$ cat config.mk
export PLATFORM = sky130hd
export DESIGN_NAME = byte_budget_lru_cache
export DESIGN_NICKNAME = d
export VERILOG_FILES = /design/src/bblc_pkg.sv /design/src/bblc_cell.sv /design/src/byte_budget_lru_cache.sv
export SDC_FILE = /design/constraint.sdc
export NUM_CORES = 2
export LEC_CHECK = 0
export BUFFER_PORTS_ARGS = -buffer_cell sky130_fd_sc_hd__buf_2
export CORE_ASPECT_RATIO = 1.2
export CORE_MARGIN = 1
export CORE_UTILIZATION = 45
export CTS_BUF_LIST = sky130_fd_sc_hd__clkbuf_16
export DETAILED_ROUTE_END_ITERATION = 12
export GPL_ROUTABILITY_DRIVEN = 0
export PLACE_DENSITY = 0.65
export REMOVE_ABC_BUFFERS = 1
export SYNTH_ARGS = -nofsm -noshare
export SYNTH_HDL_FRONTEND = slang
export SYNTH_HIERARCHICAL = 1
export SYNTH_SLANG_ARGS = --single-unit
$ cat constraint.sdc
create_clock -name clk_i -period 26.8 [get_ports clk_i]
set_clock_uncertainty 0.1 [all_clocks]
set_input_delay 4.02 -clock clk_i [delete_from_list [all_inputs] [get_ports clk_i]]
set_output_delay 4.02 -clock clk_i [all_outputs]
set_load 0.01 [all_outputs]
$ cat src/bblc_pkg.sv
// Shared types, constants and codes of the byte budget LRU cache.
`timescale 1ns / 1ps
package bblc_pkg;

  localparam int unsigned DefEntries    = 8;
  localparam int unsigned DefKeyBits    = 16;
  localparam int unsigned LimitW        = 4;
  localparam int unsigned SizeW         = 32;
  localparam int unsigned StampW        = 48;
  localparam int unsigned BytesW        = 40;
  localparam int unsigned CntW          = 32;
  localparam int unsigned KeyInW        = 16;
  localparam logic [LimitW-1:0] DefEntryLimit = 4'd3;

  localparam logic [1:0] FuncLookup = 2'd0;
  localparam logic [1:0] FuncStore  = 2'd1;
  localparam logic [1:0] FuncTrim   = 2'd2;
  localparam logic [1:0] FuncClear  = 2'd3;

  localparam logic [1:0] StatOk       = 2'd0;
  localparam logic [1:0] StatDisabled = 2'd1;
  localparam logic [1:0] StatOversize = 2'd2;

  localparam logic CfgEntryLimit = 1'b0;
  localparam logic CfgByteLimit  = 1'b1;

  typedef struct packed {
    logic [1:0]        func;
    logic [KeyInW-1:0] key;
    logic [SizeW-1:0]  size_bytes;
  } req_t;

  typedef struct packed {
    logic              hit;
    logic [1:0]        status;
    logic [LimitW-1:0] evicted_now;
    logic [LimitW-1:0] entries_used;
    logic [BytesW-1:0] bytes_used;
    logic [CntW-1:0]   hit_total;
    logic [CntW-1:0]   miss_total;
    logic [CntW-1:0]   evict_total;
    logic [CntW-1:0]   skip_total;
  } rsp_t;

  // Command from the controller to every cell of the row.
  typedef struct packed {
    logic              clear;
    logic              touch;
    logic              shift;
    logic              append;
    logic [StampW-1:0] stamp;
    logic [SizeW-1:0]  size;
  } cell_cmd_t;

  function automatic logic [CntW-1:0] sat_inc(input logic [CntW-1:0] v);
    return (v == '1) ? v : v + CntW'(1);
  endfunction

endpackage

$ cat src/bblc_cell.sv
// One slot of the entry row: key, size, stamp and the match and age chains.
`timescale 1ns / 1ps
module bblc_cell #(
  parameter int unsigned KeyBits = bblc_pkg::DefKeyBits
) (
  input  logic                         clk_i,
  input  logic                         rst_ni,
  input  bblc_pkg::cell_cmd_t          cmd_i,
  input  logic [KeyBits-1:0]           key_i,
  input  logic                         prev_valid_i,
  input  logic                         prev_found_i,
  input  logic                         prev_sel_i,
  input  logic [bblc_pkg::StampW-1:0]  prev_min_i,
  input  logic                         next_valid_i,
  input  logic [KeyBits-1:0]           next_key_i,
  input  logic [bblc_pkg::SizeW-1:0]   next_size_i,
  input  logic [bblc_pkg::StampW-1:0]  next_stamp_i,
  input  logic                         victim_i,
  output logic                         valid_o,
  output logic [KeyBits-1:0]           key_o,
  output logic [bblc_pkg::SizeW-1:0]   size_o,
  output logic [bblc_pkg::StampW-1:0]  stamp_o,
  output logic                         found_o,
  output logic                         match_o,
  output logic                         sel_o,
  output logic [bblc_pkg::StampW-1:0]  min_o,
  output logic                         is_min_o
);
  import bblc_pkg::*;

  logic               valid_q;
  logic [KeyBits-1:0] key_q;
  logic [SizeW-1:0]   size_q;
  logic [StampW-1:0]  stamp_q;
  logic               past_victim;

  assign match_o  = valid_q && !prev_found_i && (key_q == key_i);
  assign found_o  = prev_found_i || match_o;
  assign is_min_o = valid_q && (!prev_sel_i || stamp_q < prev_min_i);
  assign sel_o    = prev_sel_i || valid_q;
  assign min_o    = is_min_o ? stamp_q : prev_min_i;
  assign valid_o  = valid_q;
  assign key_o    = key_q;
  assign size_o   = size_q;
  assign stamp_o  = stamp_q;
  assign past_victim = victim_i;

  always_ff @(posedge clk_i or negedge rst_ni) begin
    if (!rst_ni) begin
      valid_q <= 1'b0;
    end else if (cmd_i.clear) begin
      valid_q <= 1'b0;
    end else if (cmd_i.shift && past_victim) begin
      valid_q <= next_valid_i;
    end else if (cmd_i.append && prev_valid_i && !valid_q) begin
      valid_q <= 1'b1;
    end
  end

  always_ff @(posedge clk_i) begin
    if (cmd_i.touch && match_o) begin
      stamp_q <= cmd_i.stamp;
    end else if (cmd_i.shift && past_victim) begin
      key_q   <= next_key_i;
      size_q  <= next_size_i;
      stamp_q <= next_stamp_i;
    end else if (cmd_i.append && prev_valid_i && !valid_q) begin
      key_q   <= key_i;
      size_q  <= cmd_i.size;
      stamp_q <= cmd_i.stamp;
    end
  end

endmodule

$ cat src/byte_budget_lru_cache.sv
// Top level of the byte budget LRU cache tag store.
//
// Requests enter on the in channel (in_valid_i, in_stall_o, in_data_i) and
// one response per request leaves on the out channel (out_valid_o,
// out_stall_i, out_data_o); a transfer happens when valid is high and stall
// is low. Configuration writes use cfg_valid_i and cfg_ready_o with a
// register index and data, and are made while the block is idle.
// The entries sit in a row of cells kept compacted from slot 0. A lookup
// resolves the whole row combinationally through the match chain. A store or
// trim evicts one entry per cycle: the age chain names the oldest slot, and
// that slot and every cell above it take their upper neighbour's contents.
// After the request transfer the block passes through the evict state, which
// it holds while evictions remain, and the finish state before it presents
// the response; an oversize store skips the finish state. The next request
// is taken after the response transfer, once the block is idle again.
// The response is held while out_stall_i is high and no new request is taken
// until it has been transferred.
// Reset empties the row, zeroes the counters and the use clock, and loads
// the entry limit with three and the byte limit with zero.
`timescale 1ns / 1ps
module byte_budget_lru_cache #(
  parameter int unsigned ENTRIES  = bblc_pkg::DefEntries,
  parameter int unsigned KEY_BITS = bblc_pkg::DefKeyBits
) (
  input  logic            clk_i,
  input  logic            rst_ni,
  input  logic            in_valid_i,
  output logic            in_stall_o,
  input  bblc_pkg::req_t  in_data_i,
  output logic            out_valid_o,
  input  logic            out_stall_i,
  output bblc_pkg::rsp_t  out_data_o,
  input  logic            cfg_valid_i,
  output logic            cfg_ready_o,
  input  logic            cfg_index_i,
  input  logic [31:0]     cfg_data_i
);
  import bblc_pkg::*;

  typedef enum logic [1:0] {SIdle, SEvict, SFinish, SOut} state_e;

  localparam int unsigned OccW = $clog2(ENTRIES + 1);

  state_e            state_q;
  req_t              req_q;
  rsp_t              rsp;
  logic [LimitW-1:0] entry_limit_q;
  logic [SizeW-1:0]  byte_limit_q;
  logic [BytesW-1:0] bytes_q;
  logic [StampW-1:0] clock_q;
  logic [CntW-1:0]   hit_cnt_q, miss_cnt_q, evict_cnt_q, skip_cnt_q;
  logic [LimitW-1:0] evicted_q;
  logic              hit_q;
  logic [1:0]        status_q;
  cell_cmd_t         cmd;

  logic [ENTRIES:0]          v_chain, f_chain, s_chain;
  logic [StampW-1:0]         m_chain [ENTRIES+1];
  logic [ENTRIES-1:0]        valid_w, match_w, is_min_w, victim_w;
  logic [KEY_BITS-1:0]       key_w   [ENTRIES];
  logic [SizeW-1:0]          size_w  [ENTRIES];
  logic [StampW-1:0]         stamp_w [ENTRIES];
  logic [KEY_BITS-1:0]       req_key;
  logic [OccW-1:0]           occ;
  logic [OccW-1:0]           lim;
  logic [SizeW-1:0]          vic_size;
  logic [ENTRIES-1:0]        last_min;
  logic                      need_evict;
  logic [BytesW:0]           sum_bytes;

  assign req_key = KEY_BITS'(req_q.key);
  assign v_chain[0] = 1'b1;
  assign f_chain[0] = 1'b0;
  assign s_chain[0] = 1'b0;
  assign m_chain[0] = '0;

  for (genvar g = 0; g < ENTRIES; g++) begin : g_row
    logic              nv;
    logic [KEY_BITS-1:0] nk;
    logic [SizeW-1:0]  ns;
    logic [StampW-1:0] nt;
    if (g == ENTRIES - 1) begin : g_end
      assign nv = 1'b0;
      assign nk = '0;
      assign ns = '0;
      assign nt = '0;
    end else begin : g_mid
      assign nv = valid_w[g+1];
      assign nk = key_w[g+1];
      assign ns = size_w[g+1];
      assign nt = stamp_w[g+1];
    end
    bblc_cell #(.KeyBits(KEY_BITS)) u_cell (
      .clk_i, .rst_ni, .cmd_i(cmd), .key_i(req_key),
      .prev_valid_i(v_chain[g]), .prev_found_i(f_chain[g]),
      .prev_sel_i(s_chain[g]), .prev_min_i(m_chain[g]),
      .next_valid_i(nv), .next_key_i(nk), .next_size_i(ns), .next_stamp_i(nt),
      .victim_i(victim_w[g]), .valid_o(valid_w[g]), .key_o(key_w[g]),
      .size_o(size_w[g]), .stamp_o(stamp_w[g]), .found_o(f_chain[g+1]),
      .match_o(match_w[g]), .sel_o(s_chain[g+1]), .min_o(m_chain[g+1]),
      .is_min_o(is_min_w[g])
    );
    assign v_chain[g+1] = valid_w[g];
  end

  // The oldest slot is the last cell that lowered the running minimum;
  // every cell from it upwards shifts.
  always_comb begin
    last_min = '0;
    vic_size = '0;
    for (int i = ENTRIES - 1; i >= 0; i--) begin
      if (is_min_w[i] && (last_min == '0)) begin
        last_min[i] = 1'b1;
        vic_size = size_w[i];
      end
    end
    victim_w[0] = last_min[0];
    for (int i = 1; i < ENTRIES; i++) begin
      victim_w[i] = victim_w[i-1] || last_min[i];
    end
  end

  always_comb begin
    occ = '0;
    for (int i = 0; i < ENTRIES; i++) occ = occ + OccW'(valid_w[i]);
  end

  assign lim = (32'(entry_limit_q) > ENTRIES) ? OccW'(ENTRIES) : OccW'(entry_limit_q);
  assign sum_bytes = {1'b0, bytes_q} + (BytesW + 1)'(req_q.size_bytes);

  always_comb begin
    need_evict = 1'b0;
    if (req_q.func == FuncStore) begin
      need_evict = (lim != '0) &&
        !((byte_limit_q != '0) && (req_q.size_bytes > byte_limit_q)) &&
        (occ != '0) && ((occ >= lim) ||
        ((byte_limit_q != '0) && (sum_bytes > (BytesW + 1)'(byte_limit_q))));
    end else if (req_q.func == FuncTrim) begin
      need_evict = (occ != '0) && (byte_limit_q != '0) &&
        (bytes_q > BytesW'(byte_limit_q));
    end
  end

  always_comb begin
    cmd        = '0;
    cmd.stamp  = clock_q + StampW'(1);
    cmd.size   = req_q.size_bytes;
    if (state_q == SEvict) begin
      cmd.touch  = (req_q.func == FuncLookup) && (lim != '0);
      cmd.shift  = need_evict;
      cmd.clear  = (req_q.func == FuncClear);
    end else if (state_q == SFinish) begin
      cmd.append = (req_q.func == FuncStore) && (occ < lim);
    end
  end

  assign in_stall_o  = (state_q != SIdle);
  assign cfg_ready_o = (state_q == SIdle);
  assign out_valid_o = (state_q == SOut);
  assign out_data_o  = rsp;

  always_ff @(posedge clk_i or negedge rst_ni) begin
    if (!rst_ni) begin
      state_q       <= SIdle;
      entry_limit_q <= DefEntryLimit;
      byte_limit_q  <= '0;
      bytes_q       <= '0;
      clock_q       <= '0;
      hit_cnt_q     <= '0;
      miss_cnt_q    <= '0;
      evict_cnt_q   <= '0;
      skip_cnt_q    <= '0;
      evicted_q     <= '0;
      hit_q         <= 1'b0;
      status_q      <= StatOk;
    end else begin
      unique case (state_q)
        SIdle: begin
          if (cfg_valid_i) begin
            if (cfg_index_i == CfgEntryLimit) entry_limit_q <= cfg_data_i[LimitW-1:0];
            else                             byte_limit_q  <= cfg_data_i;
          end
          if (in_valid_i) begin
            evicted_q <= '0;
            hit_q     <= 1'b0;
            status_q  <= StatOk;
            state_q   <= SEvict;
          end
        end
        SEvict: begin
          if (req_q.func == FuncLookup) begin
            if (lim == '0) begin
              status_q <= StatDisabled;
            end else if (f_chain[ENTRIES]) begin
              hit_q     <= 1'b1;
              clock_q   <= cmd.stamp;
              hit_cnt_q <= sat_inc(hit_cnt_q);
            end else begin
              miss_cnt_q <= sat_inc(miss_cnt_q);
            end
            state_q <= SFinish;
          end else if (req_q.func == FuncStore && lim == '0) begin
            status_q <= StatDisabled;
            state_q  <= SFinish;
          end else if (req_q.func == FuncStore && byte_limit_q != '0 &&
                       req_q.size_bytes > byte_limit_q) begin
            status_q   <= StatOversize;
            skip_cnt_q <= sat_inc(skip_cnt_q);
            state_q    <= SOut;
          end else if (req_q.func == FuncClear) begin
            bytes_q <= '0;
            clock_q <= '0;
            state_q <= SFinish;
          end else if (need_evict) begin
            bytes_q     <= (BytesW'(vic_size) <= bytes_q) ? bytes_q - BytesW'(vic_size) : '0;
            evict_cnt_q <= sat_inc(evict_cnt_q);
            evicted_q   <= (evicted_q == '1) ? evicted_q : evicted_q + LimitW'(1);
          end else begin
            state_q <= SFinish;
          end
        end
        SFinish: begin
          if (cmd.append) begin
            clock_q <= cmd.stamp;
            bytes_q <= sum_bytes[BytesW] ? '1 : sum_bytes[BytesW-1:0];
          end
          state_q <= SOut;
        end
        SOut: begin
          if (!out_stall_i) state_q <= SIdle;
        end
        default: state_q <= SIdle;
      endcase
    end
  end

  always_ff @(posedge clk_i) begin
    if (state_q == SIdle && in_valid_i) req_q <= in_data_i;
  end

  // The response is assembled from the registers that hold its fields.
  always_comb begin
    rsp = '0;
    rsp.hit          = hit_q;
    rsp.status       = status_q;
    rsp.evicted_now  = evicted_q;
    rsp.entries_used = LimitW'(occ);
    rsp.bytes_used   = bytes_q;
    rsp.hit_total    = hit_cnt_q;
    rsp.miss_total   = miss_cnt_q;
    rsp.evict_total  = evict_cnt_q;
    rsp.skip_total   = skip_cnt_q;
  end

  assert property (@(posedge clk_i) disable iff (!rst_ni)
    out_valid_o && out_stall_i |=> out_valid_o && $stable(out_data_o))
    else $error("response changed while stalled");
  assert property (@(posedge clk_i) disable iff (!rst_ni)
    $onehot0(match_w))
    else $error("more than one slot matched");
  assert property (@(posedge clk_i) disable iff (!rst_ni)
    occ <= OccW'(ENTRIES))
    else $error("occupancy beyond row");
  assert property (@(posedge clk_i) disable iff (!rst_ni)
    cmd.shift |-> $onehot(last_min))
    else $error("eviction without a single victim");

endmodule
Word-level counts from Yosys, hierarchy flattened
Cells that the tools add are included.
{"block": "word_totals", "reg_bits": 1087, "out_inout_bits": 182, "word_cells": 469}
{"block": "classes", "n_eq_ne": 40, "reduce_logical": 182, "magnitude_cmp": 14, "n_bitwise": 20, "muxes": 151, "addsub": 15}
{"cell": "48-bit 2-to-1 mux", "n": 38}
{"cell": "32-bit 2-to-1 mux", "n": 23}
{"cell": "48-bit less-than comparator", "n": 7}
{"cell": "40-bit 2-to-1 mux", "n": 8}
{"cell": "16-bit 2-to-1 mux", "n": 15}
{"cell": "32-bit by 1-bit adder with 32-bit output, second input constant", "n": 4}
{"cell": "16-bit == test", "n": 8}
{"cell": "32-bit == test, second input constant", "n": 4}
{"cell": "48-bit case mux with 2 select lines", "n": 1}
{"cell": "40-bit case mux with 2 select lines", "n": 1}
{"cell": "1-bit logical AND", "n": 73}
{"cell": "48-bit by 1-bit adder with 48-bit output, second input constant", "n": 1}
{"cell": "3-bit nonzero test", "n": 16}
{"cell": "40-bit by 32-bit adder with 41-bit output", "n": 1}
{"cell": "41-bit by 32-bit greater-than comparator with 1-bit output", "n": 1}
{"cell": "40-bit by 32-bit greater-than comparator with 1-bit output", "n": 1}
{"cell": "32-bit by 40-bit less-or-equal comparator with 1-bit output", "n": 1}
{"cell": "1-bit 2-to-1 mux", "n": 40}
{"cell": "40-bit by 32-bit subtractor with 40-bit output", "n": 1}
{"cell": "32-bit greater-than comparator", "n": 1}
{"cell": "4-bit 2-to-1 mux", "n": 8}
{"cell": "32-bit nonzero test", "n": 1}
{"cell": "1-bit logical OR", "n": 28}
{"cell": "2-bit 2-to-1 mux", "n": 12}
{"cell": "other kinds (40)", "n": 128}

Depth between registers and ports, before layout
{"block": "logic_depth", "ltp_word": 60, "ltp_mapped": 109, "ltp_nobuf": 92}

Cells and area by module
Netlist, hierarchy kept.
{"module": "bblc_cell", "seq_area_each_um2": 2907.8, "area_per_inst_um2": 6886.6, "n_inst": 8, "cells_each": 642}
{"module": "byte_budget_lru_cache", "seq_area_each_um2": 8035.2, "area_per_inst_um2": 22441.5, "n_inst": 1, "cells_each": 2476}

Worst setup path after synthesis
OpenSTA, ideal clock, no wires.
{"block": "synth_path", "kind": "reg2reg", "start": "reg g_row[0].u_cell.stamp_q[15]", "end": "reg g_row[6].u_cell.key_q[0] (enable)", "slack_ns": 5.064, "arrival_time_ns": 21.177, "path_stages_with_launch": 92, "synth_period_minus_slack_ns": 21.736, "cell_sequence": "edfxtp_1 > ha_1 > nand4_1 > or4_1 > o32a_1 > a211oi_1 > nor2_1 > clkbuf_1 > a32oi_1 > o31ai_1 > inv_1 > ha_1 > nand4_1 > or4_1 > o32a_1 > a211oi_1 > nor2_1 > and3_4 > (+56 left out) > o32a_1 > a211oi_1 > nor2_1 > clkbuf_1 > nand3b_1 > a21oi_1 > nor2_1 > nand2_1 > nor3_1 > nand3b_1 > clkinv_1 > or3_1 > or3_1 > o21bai_1 > nand2_1 > clkbuf_1 > o21ai_0 > nor2b_1"}
{"item": "from (decl)", "line": "bblc_cell.sv:34", "source": "logic [StampW-1:0] stamp_q;"}
{"item": "from (signal assigned)", "line": "bblc_cell.sv:62", "source": "stamp_q <= cmd_i.stamp;"}
{"item": "from (signal assigned)", "line": "bblc_cell.sv:66", "source": "stamp_q <= next_stamp_i;"}
{"item": "from (signal assigned)", "line": "bblc_cell.sv:70", "source": "stamp_q <= cmd_i.stamp;"}
{"item": "to (signal assigned)", "line": "bblc_cell.sv:64", "source": "key_q <= next_key_i;"}
{"item": "to (signal assigned)", "line": "bblc_cell.sv:68", "source": "key_q <= key_i;"}
{"item": "to (decl)", "line": "bblc_cell.sv:32", "source": "logic [KeyBits-1:0] key_q;"}

==> results.md <==
* Status: complete, no violations
* Die Area at 171000 um2
* Max Slew Vio Count at 0
* Pwr Density at 154 nW/um2
* Nets@finish at 8642
* Worst-path clk slew at 0.07 ns
* Drt first pass iters at 9
* Post-route setup TNS at 0 ns
* Netlist Area Pre-Place at 76100 um2
* Yosys warns at 6
* Worst EP required at 27.38 ns
* Routed vias at 61300
* Drt drc at 0
* RSZ-0062 raised after global routing: false
* Crit Path Max Fanout at 49
* Arr. time, crit path at 26.00 ns
* Most frequent cells in the layout: 818 x edfxtp_1, 712 x nand2_1, 648 x mux2_2, 553 x ha_1, 538 x nor2_1
* Global route total overflow at 0
* Max_cap viols at 0
* Crit. Startpoint: g_row[0].u_cell/stamp_o[31]$_DFFE_PP_
* Largest stage delay, worst path at 0.99 ns
* Root buffer cell: clkbuf_16
* Layout Cells excl Fill at 10400
* # setup viols final at 0
* Avg Cell Area, Syn at 10.3 um2
* Number of global-route vias before repair at 60500
* Initial core utilization at 45.2%
* Clk_lat worst skew at 0.79 ns
* CTS resizes at 0
* Drt wl/cell at 22.1 um
* I/O pins at 270
* Area grow syn2layout at 15.5%
* CTS tree: done
* WL final at 229000 um
* Cell area after layout at 87900 um2
* Global-route usage over all layers at 26.1%
* Post-DR vias/cell at 5.92
* Cell mode on critical path: buf_4
* Global-route wire length before repair at 351000 um
* Hold path depth at 1
* Core ar. at 168000 um2
* RR Startpoint: g_row[0].u_cell/stamp_o[31]$_DFFE_PP_
* CP Capture Type: register
* Hold Crit Class: register to register
* Final min period at 25.42 ns
* Initial DRC count at 5180
* Total CTS buffers at 120
* Total clock sinks at 1087
* Slew headroom at 9.89%
* Post-placement cell count at 10100
* CP startpoint kind: register
* Pin count of the biggest net entering global routing at 96
* Final ANT Viol Nets at 0
* Fraction of layout cells with a size suffix above 1 at 23.6%
* Hold Fails Final Rpt at 0
* Max VDD drop at 0.230 mV
* Worst-margin pin slew at 1.34 ns
* Crit-path slowest cell: nand2_1
* Post-CTS setup buffer count at 0
* Die height at 453 um
* Worst r2r dst: bytes_q[38]$_DFFE_PN0P_
* Hold path startpoint: evict_cnt_q[9]$_DFFE_PN0P_
* Ratio of final minimum period to clock period at 94.8%
* Dpl hpwl at 171000 um
* Initial antenna violation count at 9
* Cell Rows at 165
* Placed cell area at 84000 um2
* Worst r2r path cells at 96
* R2R setup slack at 1.38 ns
* CP Class: register to register
* Leading cell type in the layout, fill and taps excluded: edfxtp_1
* Power after layout at 13500 uW
* Post-CTS Hold Fix Bufs at 0
* Port bufs at 269
* Hold path endpoint: evict_cnt_q[9]$_DFFE_PN0P_
* Fmax at 39.3 MHz
* Leakage at 0.0359 uW
* Clock Path Buffers at 3
* Final hold slack at 0.378 ns
* Fill cell count at 14800
* Htree depth at 3
* Die Wd at 377 um
* Synth Instances at 7384
==> state kept, by name, indices dropped and copies added (netlist names), 40 cells and up <==
signal / cells
g_row.u_cell/stamp_o: 384
g_row.u_cell/size_o: 256
g_row.u_cell/key_o: 128
clock_q: 48
bytes_q: 40
==> worst max-delay path: cells and delay by family, from the launching register on <==
family / cells / cell delay (ns)
adder cells (fa/ha/maj): 9 / 2.67
AND/OR/NAND/NOR: 28 / 7.73
AO/OA/AOI/OAI: 40 / 10.01
buffers and inverters: 19 / 4.23
flip-flops: 1 / 0.38
==> cell type report <==
class	instances	area, um2	share of cell area (%)
Sequential cell	1087	31300	35.6
Multi-Input combinational cell	5505	42000	47.8
Clock buffer	124	3100	3.53
Timing Repair Buffer	779	5990	6.81
Tap cell	2254	2820	3.21
Antenna cell	5	12.5	0.0142
Clock inverter	101	808	0.920
Inverter	502	1880	2.14
==> routing by layer <==
metal  track usage (%)  wire, um
met2              44.6    111000
met4              13.9     12600
met3              3.76     14100
met1              31.7     91800
met5                 0        48
==> where the power goes <==
| group | internal, uW | switching [uW] | total, uW |
|---|---|---|---|
| Combinational | 4170 | 5130 | 9300 |
| Sequential | 2260 | 319 | 2580 |
| Clock | 918 | 738 | 1660 |
| Total | 7350 | 6190 | 13500 |
==> metrics by stage <==
stage / utilization [%] / worst slack (ns)
floorplan: - / -8.60
global placement: 49.9 / 2.04
detailed placement: 49.9 / 1.85
CTS: 52.2 / 1.74
global route: 52.2 / 0.408
finish: 52.2 / 1.38
==> worst max path at each step <==
stage	end	slack, ns	depth (start not counted)
finish	bytes_q[38]$_DFFE_PN0P_	1.38	96
global route	bytes_q[29]$_DFFE_PN0P_	0.41	100
CTS	bytes_q[35]$_DFFE_PN0P_	1.74	101
detailed placement	bytes_q[38]$_DFFE_PN0P_	1.85	97
global placement	bytes_q[30]$_DFFE_PN0P_	2.04	97
floorplan	g_row[6].u_cell/stamp_o[27]$_DFFE_PP_	-8.60	72
Note: power is estimated with default switching activity, not from simulation.
